## src/ccpi_pkg.sv

```systemverilog
// Shared types, codes and fixed-point helpers of the CC/CV charger controller.
// No dependencies.
package ccpi_pkg;

    typedef struct packed {
        logic signed [15:0] voltage_sample;
        logic signed [15:0] current_sample;
        logic [1:0]         command;
    } ccpi_in_t;

    typedef struct packed {
        logic signed [15:0] drive;
        logic [1:0]         mode;
    } ccpi_out_t;

    localparam logic [1:0] MODE_IDLE = 2'd0;
    localparam logic [1:0] MODE_CC   = 2'd1;
    localparam logic [1:0] MODE_CV   = 2'd2;

    localparam logic [1:0] CMD_NONE    = 2'd0;
    localparam logic [1:0] CMD_DISABLE = 2'd1;
    localparam logic [1:0] CMD_ENABLE  = 2'd2;

    localparam logic [2:0] REG_VOLTAGE_TARGET = 3'd0;
    localparam logic [2:0] REG_CURRENT_TARGET = 3'd1;
    localparam logic [2:0] REG_VOLTAGE_BAND   = 3'd2;
    localparam logic [2:0] REG_CUTOFF_CURRENT = 3'd3;
    localparam logic [2:0] REG_CURRENT_KP     = 3'd4;
    localparam logic [2:0] REG_CURRENT_KI     = 3'd5;
    localparam logic [2:0] REG_VOLTAGE_KP     = 3'd6;
    localparam logic [2:0] REG_VOLTAGE_KI     = 3'd7;

    localparam logic [15:0] GAIN_KP_RESET = 16'd8192;
    localparam logic [15:0] GAIN_KI_RESET = 16'd1638;

    localparam logic signed [33:0] RND_HALF = 34'sd8192;
    localparam logic signed [20:0] Q15_MAX  = 21'sd32767;
    localparam logic signed [20:0] Q15_MIN  = -21'sd32768;

    typedef enum logic [1:0] {
        MUL_V_KI,
        MUL_V_KP,
        MUL_C_KI,
        MUL_C_KP
    } ccpi_mul_t;

    // Controller to datapath
    typedef struct packed {
        logic       capture;
        logic       seed_vint;
        logic       mul_en;
        ccpi_mul_t  mul_sel;
        logic       upd_vint;
        logic       upd_cint;
        logic       ref_load;
        logic       ref_cv;
        logic       clr_cint;
        logic       load_result;
        logic       drive_zero;
        logic [1:0] mode;
    } ccpi_cmd_t;

    // Datapath to controller
    typedef struct packed {
        logic [1:0] command;
        logic       vs_ge_target;
        logic       vs_below_band;
        logic       cs_below_cutoff;
    } ccpi_stat_t;

    // Round a Q2.14-scaled product back to Q1.15, ties toward +infinity.
    function automatic logic signed [19:0] rnd14(input logic signed [33:0] p);
        logic signed [33:0] t;
        t = p + RND_HALF;
        return t[33:14];
    endfunction

    // Saturate to the Q1.15 range.
    function automatic logic signed [15:0] sat16(input logic signed [20:0] v);
        logic signed [15:0] r;
        if (v > Q15_MAX) begin
            r = 16'sh7fff;
        end else if (v < Q15_MIN) begin
            r = 16'sh8000;
        end else begin
            r = v[15:0];
        end
        return r;
    endfunction

endpackage

```

## src/ccpi_dp.sv

```systemverilog
// Datapath of the CC/CV charger controller: config registers, sample capture,
// shared multiplier, integrators and result register. Depends on ccpi_pkg.
module ccpi_dp
    import ccpi_pkg::*;
(
    input  logic       clk,
    input  logic       rst_n,
    input  logic       cfg_we,
    input  logic [2:0] cfg_index,
    input  logic [15:0] cfg_data,
    input  ccpi_in_t   sample,
    input  ccpi_cmd_t  cmd,
    output ccpi_stat_t stat,
    output ccpi_out_t  result
);

    logic [14:0] vt_reg, ct_reg, vb_reg, co_reg;
    logic [15:0] ckp_reg, cki_reg, vkp_reg, vki_reg;

    logic signed [15:0] vs_reg, cs_reg;
    logic [1:0]         code_reg;
    logic signed [15:0] vint_reg, vint_next;
    logic signed [15:0] cint_reg, cint_next;
    logic signed [15:0] iref_reg, iref_next;
    logic signed [33:0] prod_reg, prod_next;
    ccpi_out_t          result_reg, result_next;

    logic signed [16:0] verr, cerr, err_sel, gain_sel, band_lo;
    logic signed [19:0] prod_rnd;

    assign verr    = $signed({2'b00, vt_reg}) - $signed({vs_reg[15], vs_reg});
    assign cerr    = $signed({iref_reg[15], iref_reg}) - $signed({cs_reg[15], cs_reg});
    assign band_lo = $signed({2'b00, vt_reg}) - $signed({2'b00, vb_reg});
    assign prod_rnd = rnd14(prod_reg);

    assign stat.command         = code_reg;
    assign stat.vs_ge_target    = $signed({vs_reg[15], vs_reg}) >= $signed({2'b00, vt_reg});
    assign stat.vs_below_band   = $signed({vs_reg[15], vs_reg}) < band_lo;
    assign stat.cs_below_cutoff = $signed({cs_reg[15], cs_reg}) < $signed({2'b00, co_reg});

    always_comb
    begin
        case (cmd.mul_sel)
            MUL_V_KI:
            begin
                err_sel  = verr;
                gain_sel = $signed({1'b0, vki_reg});
            end
            MUL_V_KP:
            begin
                err_sel  = verr;
                gain_sel = $signed({1'b0, vkp_reg});
            end
            MUL_C_KI:
            begin
                err_sel  = cerr;
                gain_sel = $signed({1'b0, cki_reg});
            end
            MUL_C_KP:
            begin
                err_sel  = cerr;
                gain_sel = $signed({1'b0, ckp_reg});
            end
            default:
            begin
                err_sel  = cerr;
                gain_sel = $signed({1'b0, ckp_reg});
            end
        endcase
        prod_next = cmd.mul_en ? err_sel * gain_sel : prod_reg;

        vint_next = vint_reg;
        if (cmd.seed_vint) begin
            vint_next = $signed({1'b0, ct_reg});
        end else if (cmd.upd_vint) begin
            vint_next = sat16($signed({{5{vint_reg[15]}}, vint_reg}) +
                              $signed({prod_rnd[19], prod_rnd}));
        end

        cint_next = cint_reg;
        if (cmd.clr_cint) begin
            cint_next = '0;
        end else if (cmd.upd_cint) begin
            cint_next = sat16($signed({{5{cint_reg[15]}}, cint_reg}) +
                              $signed({prod_rnd[19], prod_rnd}));
        end

        iref_next = iref_reg;
        if (cmd.ref_load) begin
            iref_next = cmd.ref_cv ?
                sat16($signed({prod_rnd[19], prod_rnd}) +
                      $signed({{5{vint_reg[15]}}, vint_reg})) :
                $signed({1'b0, ct_reg});
        end

        result_next = result_reg;
        if (cmd.load_result) begin
            result_next.mode  = cmd.mode;
            result_next.drive = cmd.drive_zero ? 16'sd0 :
                sat16($signed({prod_rnd[19], prod_rnd}) +
                      $signed({{5{cint_reg[15]}}, cint_reg}));
        end
    end

    always_ff @(posedge clk or negedge rst_n)
    begin
        if (!rst_n) begin
            vt_reg   <= '0;
            ct_reg   <= '0;
            vb_reg   <= '0;
            co_reg   <= '0;
            ckp_reg  <= GAIN_KP_RESET;
            cki_reg  <= GAIN_KI_RESET;
            vkp_reg  <= GAIN_KP_RESET;
            vki_reg  <= GAIN_KI_RESET;
            vint_reg <= '0;
            cint_reg <= '0;
        end else begin
            vint_reg <= vint_next;
            cint_reg <= cint_next;
            if (cfg_we) begin
                case (cfg_index)
                    REG_VOLTAGE_TARGET: vt_reg  <= cfg_data[14:0];
                    REG_CURRENT_TARGET: ct_reg  <= cfg_data[14:0];
                    REG_VOLTAGE_BAND:   vb_reg  <= cfg_data[14:0];
                    REG_CUTOFF_CURRENT: co_reg  <= cfg_data[14:0];
                    REG_CURRENT_KP:     ckp_reg <= cfg_data;
                    REG_CURRENT_KI:     cki_reg <= cfg_data;
                    REG_VOLTAGE_KP:     vkp_reg <= cfg_data;
                    REG_VOLTAGE_KI:     vki_reg <= cfg_data;
                    default:            ;
                endcase
            end
        end
    end

    // Payload registers, no reset
    always_ff @(posedge clk)
    begin
        if (cmd.capture) begin
            vs_reg   <= sample.voltage_sample;
            cs_reg   <= sample.current_sample;
            code_reg <= sample.command;
        end
        prod_reg   <= prod_next;
        iref_reg   <= iref_next;
        result_reg <= result_next;
    end

    assign result = result_reg;

endmodule

```

## src/ccpi_ctrl.sv

```systemverilog
// Controller of the CC/CV charger controller: tick sequencer, enable flag,
// charge mode machine and result valid. Depends on ccpi_pkg.
module ccpi_ctrl
    import ccpi_pkg::*;
(
    input  logic       clk,
    input  logic       rst_n,
    input  logic       sample_valid,
    output logic       sample_stall,
    output logic       result_valid,
    input  logic       result_stall,
    input  ccpi_stat_t stat,
    output ccpi_cmd_t  cmd
);

    typedef enum logic [2:0] {
        S_WAIT,
        S_MODE,
        S_VI,
        S_VP,
        S_REF,
        S_CI,
        S_CP,
        S_OUT
    } state_t;

    state_t     state_reg, state_next;
    logic [1:0] mode_reg, mode_next;
    logic       en_reg, en_next;
    logic       valid_reg, valid_next;
    logic       load;

    always_comb
    begin
        logic       en_upd;
        logic [1:0] mode_upd;

        state_next = state_reg;
        mode_next  = mode_reg;
        en_next    = en_reg;
        cmd        = '0;
        cmd.mode   = mode_reg;
        load       = 1'b0;
        en_upd     = en_reg;
        mode_upd   = mode_reg;

        case (state_reg)
            S_WAIT:
            begin
                cmd.capture = sample_valid;
                if (sample_valid) begin
                    state_next = S_MODE;
                end
            end
            S_MODE:
            begin
                // latch the enable command first, then step the mode
                case (stat.command)
                    CMD_DISABLE: en_upd = 1'b0;
                    CMD_ENABLE:  en_upd = 1'b1;
                    default:     en_upd = en_reg;
                endcase
                case (mode_reg)
                    MODE_IDLE:
                    begin
                        if (en_upd) begin
                            mode_upd = MODE_CC;
                        end
                    end
                    MODE_CC:
                    begin
                        if (stat.vs_ge_target) begin
                            mode_upd      = MODE_CV;
                            cmd.seed_vint = 1'b1;
                        end
                    end
                    MODE_CV:
                    begin
                        if (stat.vs_below_band) begin
                            mode_upd = MODE_CC;
                        end else if (stat.cs_below_cutoff) begin
                            mode_upd = MODE_IDLE;
                            en_upd   = 1'b0;
                        end
                    end
                    default: mode_upd = MODE_IDLE;
                endcase
                if (!en_upd) begin
                    mode_upd = MODE_IDLE;
                end
                en_next   = en_upd;
                mode_next = mode_upd;
                case (mode_upd)
                    MODE_IDLE: state_next = S_OUT;
                    MODE_CV:   state_next = S_VI;
                    default:   state_next = S_REF;
                endcase
            end
            S_VI:
            begin
                cmd.mul_en  = 1'b1;
                cmd.mul_sel = MUL_V_KI;
                state_next  = S_VP;
            end
            S_VP:
            begin
                cmd.upd_vint = 1'b1;
                cmd.mul_en   = 1'b1;
                cmd.mul_sel  = MUL_V_KP;
                state_next   = S_REF;
            end
            S_REF:
            begin
                cmd.ref_load = 1'b1;
                cmd.ref_cv   = (mode_reg == MODE_CV);
                state_next   = S_CI;
            end
            S_CI:
            begin
                cmd.mul_en  = 1'b1;
                cmd.mul_sel = MUL_C_KI;
                state_next  = S_CP;
            end
            S_CP:
            begin
                cmd.upd_cint = 1'b1;
                cmd.mul_en   = 1'b1;
                cmd.mul_sel  = MUL_C_KP;
                state_next   = S_OUT;
            end
            S_OUT:
            begin
                // hold here until the result register is free
                load            = !valid_reg || !result_stall;
                cmd.load_result = load;
                cmd.drive_zero  = (mode_reg == MODE_IDLE);
                cmd.clr_cint    = (mode_reg == MODE_IDLE);
                if (load) begin
                    state_next = S_WAIT;
                end
            end
            default: state_next = S_WAIT;
        endcase

        valid_next = valid_reg;
        if (load) begin
            valid_next = 1'b1;
        end else if (valid_reg && !result_stall) begin
            valid_next = 1'b0;
        end
    end

    always_ff @(posedge clk or negedge rst_n)
    begin
        if (!rst_n) begin
            state_reg <= S_WAIT;
            mode_reg  <= MODE_IDLE;
            en_reg    <= 1'b0;
            valid_reg <= 1'b0;
        end else begin
            state_reg <= state_next;
            mode_reg  <= mode_next;
            en_reg    <= en_next;
            valid_reg <= valid_next;
        end
    end

    assign sample_stall = (state_reg != S_WAIT);
    assign result_valid = valid_reg;

endmodule

```

## src/cc_cv_charger_cascaded_pi_top.sv

```systemverilog
// Top level of the cascaded-PI CC/CV charger controller.
// Depends on ccpi_pkg, ccpi_ctrl and ccpi_dp.
//
//  channel  | direction | handshake                   | word
//  ---------+-----------+-----------------------------+--------------------------------
//  sample   | in        | sample_valid / sample_stall | voltage, current, command
//  result   | out       | result_valid / result_stall | drive, mode
//  cfg      | in        | cfg_we (no wait)            | cfg_index, cfg_data
//
//  Steps per word: wait, mode and output when the tick ends idle; reference
//  and current KI/KP between them in constant current, voltage KI/KP too in
//  constant voltage. Both PI loops share one 17x17 multiplier, two products each.
//  A stall on the result side holds the sequencer in its last step; a new
//  sample word is still taken while a finished result waits in its register.
//  Reset (rst_n low, asynchronous) returns to idle mode with the enable flag
//  clear, both integrators zero and the gains at 0.5 / 0.1.
module cc_cv_charger_cascaded_pi_top
    import ccpi_pkg::*;
(
    input  logic        clk,
    input  logic        rst_n,
    // configuration writes
    input  logic        cfg_we,
    input  logic [2:0]  cfg_index,
    input  logic [15:0] cfg_data,
    // sample words, one per control tick
    input  logic        sample_valid,
    output logic        sample_stall,
    input  ccpi_in_t    sample,
    // result words, exactly one per sample
    output logic        result_valid,
    input  logic        result_stall,
    output ccpi_out_t   result
);

    // command and status between sequencer and datapath
    ccpi_cmd_t  cmd;
    ccpi_stat_t stat;

    // Sequencer: owns the mode machine and the enable flag, steps the
    // datapath through the voltage loop (CV only) and the current loop.
    ccpi_ctrl u_ctrl (
        .clk          (clk),
        .rst_n        (rst_n),
        .sample_valid (sample_valid),
        .sample_stall (sample_stall),
        .result_valid (result_valid),
        .result_stall (result_stall),
        .stat         (stat),
        .cmd          (cmd)
    );

    // Datapath: captures the sample, compares it against the targets and
    // runs the PI arithmetic with a register after every product.
    ccpi_dp u_dp (
        .clk       (clk),
        .rst_n     (rst_n),
        .cfg_we    (cfg_we),
        .cfg_index (cfg_index),
        .cfg_data  (cfg_data),
        .sample    (sample),
        .cmd       (cmd),
        .stat      (stat),
        .result    (result)
    );

endmodule

```

## config.mk

```make
export PLATFORM = sky130hd
export DESIGN_NAME = cc_cv_charger_cascaded_pi_top
export DESIGN_NICKNAME = d
export VERILOG_FILES = /design/src/ccpi_pkg.sv /design/src/ccpi_dp.sv /design/src/ccpi_ctrl.sv /design/src/cc_cv_charger_cascaded_pi_top.sv
export SDC_FILE = /design/constraint.sdc
export NUM_CORES = 1
export LEC_CHECK = 0
export BUFFER_PORTS_ARGS = -buffer_cell sky130_fd_sc_hd__buf_2
export CAP_MARGIN = 20
export CORE_MARGIN = 2
export CORE_UTILIZATION = 45
export DETAILED_ROUTE_END_ITERATION = 10
export HOLD_SLACK_MARGIN = 0.08
export PLACE_DENSITY = 0.62
export SETUP_SLACK_MARGIN = 0.4
export SLEW_MARGIN = 30
export SYNTH_ARGS = -nofsm -noshare
export SYNTH_HDL_FRONTEND = slang
export SYNTH_SLANG_ARGS = --single-unit
```

## constraint.sdc

```tcl
create_clock -name clk -period 24.8 [get_ports clk]
set_input_delay 6.2 -clock clk [delete_from_list [all_inputs] [get_ports clk]]
set_output_delay 6.2 -clock clk [all_outputs]
set_load 0.005 [all_outputs]
```

Word level (Yosys, flattened, before mapping)
Cells that the tools add are included.

Bits in registers: 265. Input bits: 58. Output and inout bits: 20. Word-level logic and storage cells: 124.

Add/sub/neg operators: 6. Multipliers: 1. Order comparisons: 7. Equality and inequality tests: 24. Mux-type cells: 40. Reduce and logical (&&, ||, !) cells: 24.

Operators by type and width (number): $mux W16 (8); $pmux W17 S4 (1); $add A16 B20 Y21 (2); $gt A21 B16 Y1 const B (2); $lt A21 B16 Y1 const B (2); $add A34 B15 Y34 const B (1); $mul A17 B17 Y34 (1); $pmux W17 S2 (1); $sub A16 B16 Y17 (2); $lt A16 B16 Y1 (2); $eq A3 B3 Y1 const B (8); $pmux W3 S8 (1); $reduce_and A2 Y1 (9); $ge A16 B16 Y1 (1); $sub A15 B15 Y16 (1); $mux W15 (1); $mux W1 (14); $mux W2 (7); $eq A3 B2 Y1 const B (4); $pmux W3 S4 (1); $eq A2 B2 Y1 const B (5); $mux W3 (3); $eq A2 B1 Y1 const B (3); $eq A3 B1 Y1 const B (2); other kinds (13) (20).

Logic depth before layout (Yosys ltp)
Gate-level depths: netlist (run 1).

Word-level depth: 12. Mapped depth: 37. Gate-level depth less buffers: 36.

Modules after synthesis
A second synthesis (run 1) with hierarchy kept.

Cell total of the unflattened synthesis: 2549. Area, all modules: 25289.3 um^2.

By module, submodules not included: ccpi_dp (instances 1, cells an instance 2486, area each 24761.2 um^2, sequential area each 6593.8 um^2); ccpi_ctrl (instances 1, cells an instance 63, area each 528.0 um^2, sequential area each 175.2 um^2).

Worst setup path after synthesis (run 1)
OpenSTA, ideal clock, no wires.

Path kind: reg2reg. Start point: register u_dp.cs_reg[0]. End point: register u_dp.prod_reg[33], data pin. Library setup time: 0.260 ns. Arrival time: 8.463 ns. Data required time: 24.540 ns. Path slack: 16.077 ns. Stages on the path, launching flop included: 33. Buffers on the path: 2. Clock period less this slack: 8.723 ns. Cells stage by stage: edfxtp_1 -> ha_1 -> fa_1 -> nor2b_1 -> o21ai_0 -> a21boi_0 -> o21a_1 -> o311ai_0 -> a31oi_1 -> a41o_1 -> o22a_1 -> clkbuf_1 -> clkbuf_1 -> nor2_1 -> a21oi_1 -> fa_1 -> inv_1 -> fa_1 -> fa_1 -> fa_1 -> fa_1 -> fa_1 -> ha_1 -> a21o_1 -> a21o_1 -> a2111oi_0 -> o21bai_1 -> a2111oi_0 -> a21oi_1 -> a211oi_2 -> a21oi_1 -> a21oi_1 -> xnor2_1.

Word-level cells in the longest chain between the ends: 3.

RTL lines: from (decl) (line ccpi_dp.sv:20) `logic signed [15:0] vs_reg, cs_reg;`; from (signal assigned) (line ccpi_dp.sv:142) `cs_reg <= sample.current_sample;`; $sub A16 B16 Y17 (line ccpi_dp.sv:32) `assign cerr = $signed({iref_reg[15], iref_reg}) - $signed({cs_reg[15], cs_reg});`; $pmux W17 S2 (line ccpi_dp.sv:43) `case (cmd.mul_sel)`; $mul A17 B17 Y34 (line ccpi_dp.sv:70) `prod_next = cmd.mul_en ? err_sel * gain_sel : prod_reg;`; to (signal assigned) (line ccpi_dp.sv:145) `prod_reg <= prod_next;`; to (decl) (line ccpi_dp.sv:25) `logic signed [33:0] prod_reg, prod_next;`.

Every way passes these cells. A chain may end at the register's enable or synchronous reset.

Final worst setup path (run 1)
Same ends and word-level chain as after synthesis.

==> out/metrics.yaml, run 1 <==
status: "finished, final reports clean"
cap_viol_max_count: 0
row_count: 86
reg2reg_from: "u_dp.cs_reg[0]"
drc: 0
post_synthesis_instance_area_um2: 25300
cts-buffers-inserted: 30
data_required_time_at_the_worst_endpoint_ps: 25120
worst_r2r_path_depth: 32
postRouteWirelength_um: 71300
grt_pass1_vias: 20000
path_clk_slew_ps: 60
clk-insertion-delay-late_ps: 600
ys_async_sr_fraction: 0.647
syn-mean-instance-area_um2: 9.64
post_synthesis_simple_gate_area_fraction: 0.130
yosysWarningCount: 0
route.antenna.remaining_nets: 0
netlist-cell-type-count: 79
detailroute.via_count: 19000
drt_pass_1_iters: 6
maximum_number_of_pins_on_one_net_before_global_route_repair: 61
routabilityCongestion: 0.936
initial_utilization: 0.457
critPathMaxFanout: 17
fill_cells: 5199
detail_route.vias_per_cell: 5.49
cts-resized-gates: 0
die_span_y_um: 241
multiInputGateArea_um2: 16700
clock-skew-final_ps: 28.0
timing.final.crit_share: 0.396
post_cts.repair.setup_buffers: 0
timing.slew.headroom: 0.332
crit_arrival_ps: 10130
setup_crit_end: "u_dp.prod_reg[33]"
synth_ff_type: "dfrtp_1"
final_util: 0.500
synth.yosys.seq_area_share: 0.268
area_growth_from_synthesis_to_layout_pct: 9.50
final.setup.tns_ps: 0
grt_pass1_wl_um: 113000
initial_antenna_violation_count: 8
numClockSinks: 252
io_pins: 78
finalNetCount: 3217
grt_remaining_overflow: 0
half_perimeter_wire_length_after_placement_um: 56300
synth.mux.area_fraction: 0.0532
worst-slew-pin-transition_ps: 996
critical_path.startpoint_type: "register"
clock_tree_from_tritoncts: "done"
largest_family_of_logic_cells_by_synthesized_area: "adder cells"
reg2reg_setup_slack_ps: 14980
post-route-min-period_ps: 9820
critPathMostFrequentCell: "fa_1"
syn_nets: 3158
io_buffer_count: 77
hold_class: "register to register"
clockRootBuffer: "clkbuf_16"
max_clock_freq_ghz: 0.102
number_of_storage_elements_in_the_synthesis_netlist: 252
rsz_0062_raised_after_global_routing: "false"
die_w_um: 241
post_synth_fa_ha_maj_area_fraction: 0.321
slowest_delay_ps: 580
final_hold_viol_count: 0
drv_slew: 0
synth_compound_area_frac: 0.114
core-area_um2: 55300
number_of_flip_flops_in_the_largest_register: 21
global_route.usage.total: 0.257
startpoint: "u_dp.cs_reg[0]"
htree_levels: 1
seqCellArea_um2: 6770
drt_iter0_drc: 1375
fp.dieArea_um2: 58100
wl_per_cell_um: 20.7
synth-xor-area-share: 0.0385
cts_hold_repair_buffers: 0
path_class: "register to register"
syn_inst: 2621
setup_violations: 0
clock_path_buffers: 3
synth-edff-count: 89
crit_slowest_cell: "a31oi_1"
critical_path.reg2reg.endpoint: "u_dp.prod_reg[33]"
drive_gt1_frac: 0.126
timing.critical_path.to_type: "register"
## worst min-delay path by stage
stage / start / end / slack, ps / depth (start not counted)
5_1_grt: u_dp.cki_reg[3] / u_dp.cki_reg[3] / 510 / 1
6_report: u_dp.co_reg[14] / u_dp.co_reg[14] / 500 / 1
2_1_floorplan: u_ctrl.mode_reg[1] / u_dp.result[1] / 420 / 0
3_3_place_gp: u_dp.cki_reg[14] / u_dp.cki_reg[14] / 490 / 1
3_5_place_dp: u_dp.vkp_reg[12] / u_dp.vkp_reg[12] / 490 / 1
4_1_cts: u_dp.cki_reg[3] / u_dp.cki_reg[3] / 510 / 1
## layout by cell type (no fill, tap or decap), types with 58 or more instances in the layout
cell type	count
fa_1	276
ha_1	203
dfrtp_1	149
buf_2	77
a21oi_1	103
o21ai_0	63
nand3_1	58
nand2_1	283
edfxtp_1	89
nor2_1	191
inv_1	419
xnor2_1	80
mux2_2	114
## per-stage QoR
| stage | setup WS (ps) | cells | area (µm²) | hold slack [ps] |
|---|---|---|---|---|
| floorplan | 16080 | 2621 | 25300 | 420 |
| global placement | 15400 | 3386 | 26500 | 487 |
| detailed placement | 15110 | 3392 | 26600 | 492 |
| CTS | 15090 | 3448 | 27600 | 507 |
| global route | 14230 | 3452 | 27700 | 510 |
| finish | 14980 | 3453 | 27700 | 503 |
## routing by layer
metal,global-route usage,routed length [µm],vias up
li1,-,-,8787
met1,0.346,30900,9451
met2,0.422,32700,605
met3,0.0492,5210,128
met4,0.0773,2500,0
met5,0,0,-
## logic make-up after synthesis
group | count (synthesis)
DFF | 252
buffers and inverters | 503
adders and majority gates | 483
muxes | 120
xor gates and xnor gates | 111
and+or+nand+nor | 716
AOI/OAI and AO/OA | 436
## synthesized netlist by cell type, types with 28 or more instances
cell      count  share of area
a21o_1       40          0.012
nand2_1     283          0.042
o21a_1       28         0.0083
inv_1       419          0.062
clkbuf_1     74          0.011
nor2_1      195          0.029
xnor2_1      81          0.028
dfrtp_1     149           0.15
mux2_2      114          0.051
ha_1        203           0.10
a21oi_1     105          0.021
nand3_1      58          0.011
o21ai_0      64          0.013
fa_1        276           0.22
xor2_1       30          0.010
edfxtp_1     89           0.11
## layout make-up
type	count	share of cell area
clock buffer	44	0.0339
sequential	252	0.245
antenna	1	0.0000905
inverter	419	0.0568
timing repair buffer	111	0.0248
clock inverter	12	0.00303
multi-input combinational	1866	0.603
tap	748	0.0338
## worst max-delay path, delay by kind of cell (launching register included)
kind                       cells  cell delay [ps]
AOI/OAI and AO/OA             17             4750
xor gates and xnor gates       1               90
adders and majority gates      9             3990
buffers and inverters          4              200
DFF                            1              390
and+or+nand+nor                1              110
Power of run 1 is left out: the tool's default activity adds up to more than one toggle a clock period on the data nets, which glitch-free logic cannot reach.
==> run 2, diff against run 1 <==
- clock period: 24.8 -> 9.7 ns (I/O delays scaled with it)
==> run 2 against run 1 <==
Compared with the run above:
- critical path depth fell by 1
- sequential share of layout area fell by 0.38 points
- via count rose by 1.4%
==> out/metrics.yaml, run 2 (same netlist as run 1, synthesis figures left out) <==
hold_class: "register to register"  # unchanged
setup_crit_end: "u_dp.prod_reg[33]"  # unchanged
clock_path_buffers: 3  # unchanged
cts_hold_repair_buffers: 0  # unchanged
maximum_number_of_pins_on_one_net_before_global_route_repair: 69  # was 61
row_count: 86  # unchanged
htree_levels: 1  # unchanged
clockRootBuffer: "clkbuf_16"  # unchanged
status: "finished, final reports clean"  # unchanged
final_util: 0.508  # was 0.500
reg2reg_setup_slack_ps: 900  # was 14980 ps
cap_viol_max_count: 0  # unchanged
critPathMostFrequentCell: "fa_1"  # unchanged
worst-slew-pin-transition_ps: 996  # about the same
drc: 0  # unchanged
core-area_um2: 55300  # unchanged
placed_cell_area_um2: 26700  # was 26600 µm²
timing.critical_path.to_type: "register"  # unchanged
clk-insertion-delay-late_ps: 600  # about the same
io_pins: 78  # unchanged
crit_arrival_ps: 9130  # was 10130 ps
critical_path.reg2reg.endpoint: "u_dp.prod_reg[33]"  # unchanged
io_buffer_count: 77  # unchanged
grt_pass1_wl_um: 115000  # was 113000 µm
drv_slew: 0  # unchanged
worst_r2r_path_depth: 31  # was 32
critPathMaxFanout: 7  # was 17
slowest_delay_ps: 540  # was 580 ps
initial_utilization: 0.457  # unchanged
final.setup.tns_ps: 0  # unchanged
die_span_y_um: 241  # unchanged
cts-buffers-inserted: 31  # was 30
path_clk_slew_ps: 60  # about the same
most_common_cell_after_layout_fill_and_taps_aside: "inv_1"  # unchanged
timing.slew.headroom: 0.336  # was 0.332
timing.hold.worst.start: "u_dp.co_reg[14]"  # unchanged
global_route.usage.total: 0.262  # was 0.257
drive_gt1_frac: 0.144  # was 0.126
drt_pass_1_iters: 6  # unchanged
routabilityCongestion: 0.924  # was 0.936
final_hold_viol_count: 0  # unchanged
data_required_time_at_the_worst_endpoint_ps: 10030  # was 25120 ps
fp.dieArea_um2: 58100  # unchanged
number_of_flip_flops_in_the_largest_register: 21  # unchanged
grt_pass1_vias: 20200  # was 20000
detail_route.vias_per_cell: 5.52  # was 5.49
numClockSinks: 252  # unchanged
postRouteWirelength_um: 73200  # was 71300 µm
final_cells: 3484  # was 3453
half_perimeter_wire_length_after_placement_um: 58000  # was 56300 µm
startpoint: "u_dp.cs_reg[0]"  # unchanged
route.antenna.remaining_nets: 0  # unchanged
post-route-min-period_ps: 8800  # was 9820 ps
fill_cells: 5128  # was 5199
reg2reg_from: "u_dp.cs_reg[0]"  # unchanged
initial_antenna_violation_count: 5  # was 8
wl_per_cell_um: 21.0  # was 20.7 µm
die_w_um: 241  # unchanged
timing.final.crit_share: 0.907  # was 0.396
stdcell_area_um2: 28100  # was 27700 µm²
rsz_0062_raised_after_global_routing: "false"  # unchanged
path_class: "register to register"  # unchanged
setup_violations: 0  # unchanged
clock-skew-final_ps: 18.4  # was 28.0 ps
drt_iter0_drc: 1466  # was 1375
area_growth_from_synthesis_to_layout_pct: 11.2  # was 9.50%
post-place-cells: 3412  # was 3392
crit_slowest_cell: "fa_1"  # was a31oi_1
finalNetCount: 3247  # was 3217
final_cell_mix: "inv_1, nand2_1, fa_1"  # unchanged
max_clock_freq_ghz: 0.114  # was 0.102 GHz
clock_tree_from_tritoncts: "done"  # unchanged
detailroute.via_count: 19200  # was 19000
critical_path.startpoint_type: "register"  # unchanged
grt_remaining_overflow: 0  # unchanged
-- run 2: cell types whose count changed in the layout (fill, tap and decap cells not counted), moves of 4 or more --
cell       previous run  this run
o21ai_2               1         5
bufinv_16             0         5
clkbuf_8              7         3
o21ai_0              63        58
buf_4                27        56
-- run 2: layout make-up --
type | count | area [µm²] | area share
Timing Repair Buffer | 140 | 901 | 0.0321
Tap cell | 748 | 936 | 0.0333
Clock inverter | 17 | 226 | 0.00806
Sequential cell | 252 | 6770 | 0.241
Inverter | 419 | 1570 | 0.0560
Antenna cell | 1 | 2.50 | 0.0000890
Multi-Input combinational cell | 1866 | 16800 | 0.598
Clock buffer | 41 | 886 | 0.0315
-- run 2: worst max-delay path, delay by kind of cell, from the launching register on --
family          cells  cell delay, ps
xor+xnor            1              90
buf+inv             2             350
flops               1             390
fa+ha+maj           9            4020
compound gates     16            3120
simple gates        3             560
-- run 2: repair_timing --
| item | 4_1_cts | 5_1_grt |
|---|---|---|
| pin swaps | 0 | 7 |
| gates resized for setup | 3 | 38 |
| endpoints found under the setup margin | 3 | 12 |
| setup buffers | 0 | 10 |
-- run 2: per-layer routing --
layer | global-route usage | vias up | share of wire
met5 | 0 | - | 0.00056
li1 | - | 8842 | -
met1 | 0.344 | 9643 | 0.42
met3 | 0.0580 | 149 | 0.078
met4 | 0.0831 | 6 | 0.036
met2 | 0.433 | 595 | 0.46
-- run 2: how the worst min path moves through the flow --
stage,endpoint,slack (ps),cells past startpoint
global route,u_dp.co_reg[8],520,1
floorplan,u_dp.result[1],420,0
detailed placement,u_dp.vkp_reg[5],490,1
finish,u_dp.co_reg[14],510,1
global placement,u_dp.vkp_reg[11],490,1
CTS,u_dp.co_reg[2],510,1
-- run 2: stage by stage --
stage	hold slack, ps	worst slack (ps)
floorplan	420	977
global placement	487	475
detailed placement	494	259
CTS	507	400
global route	518	364
finish	507	902
Power of run 2 is left out for the same reason.
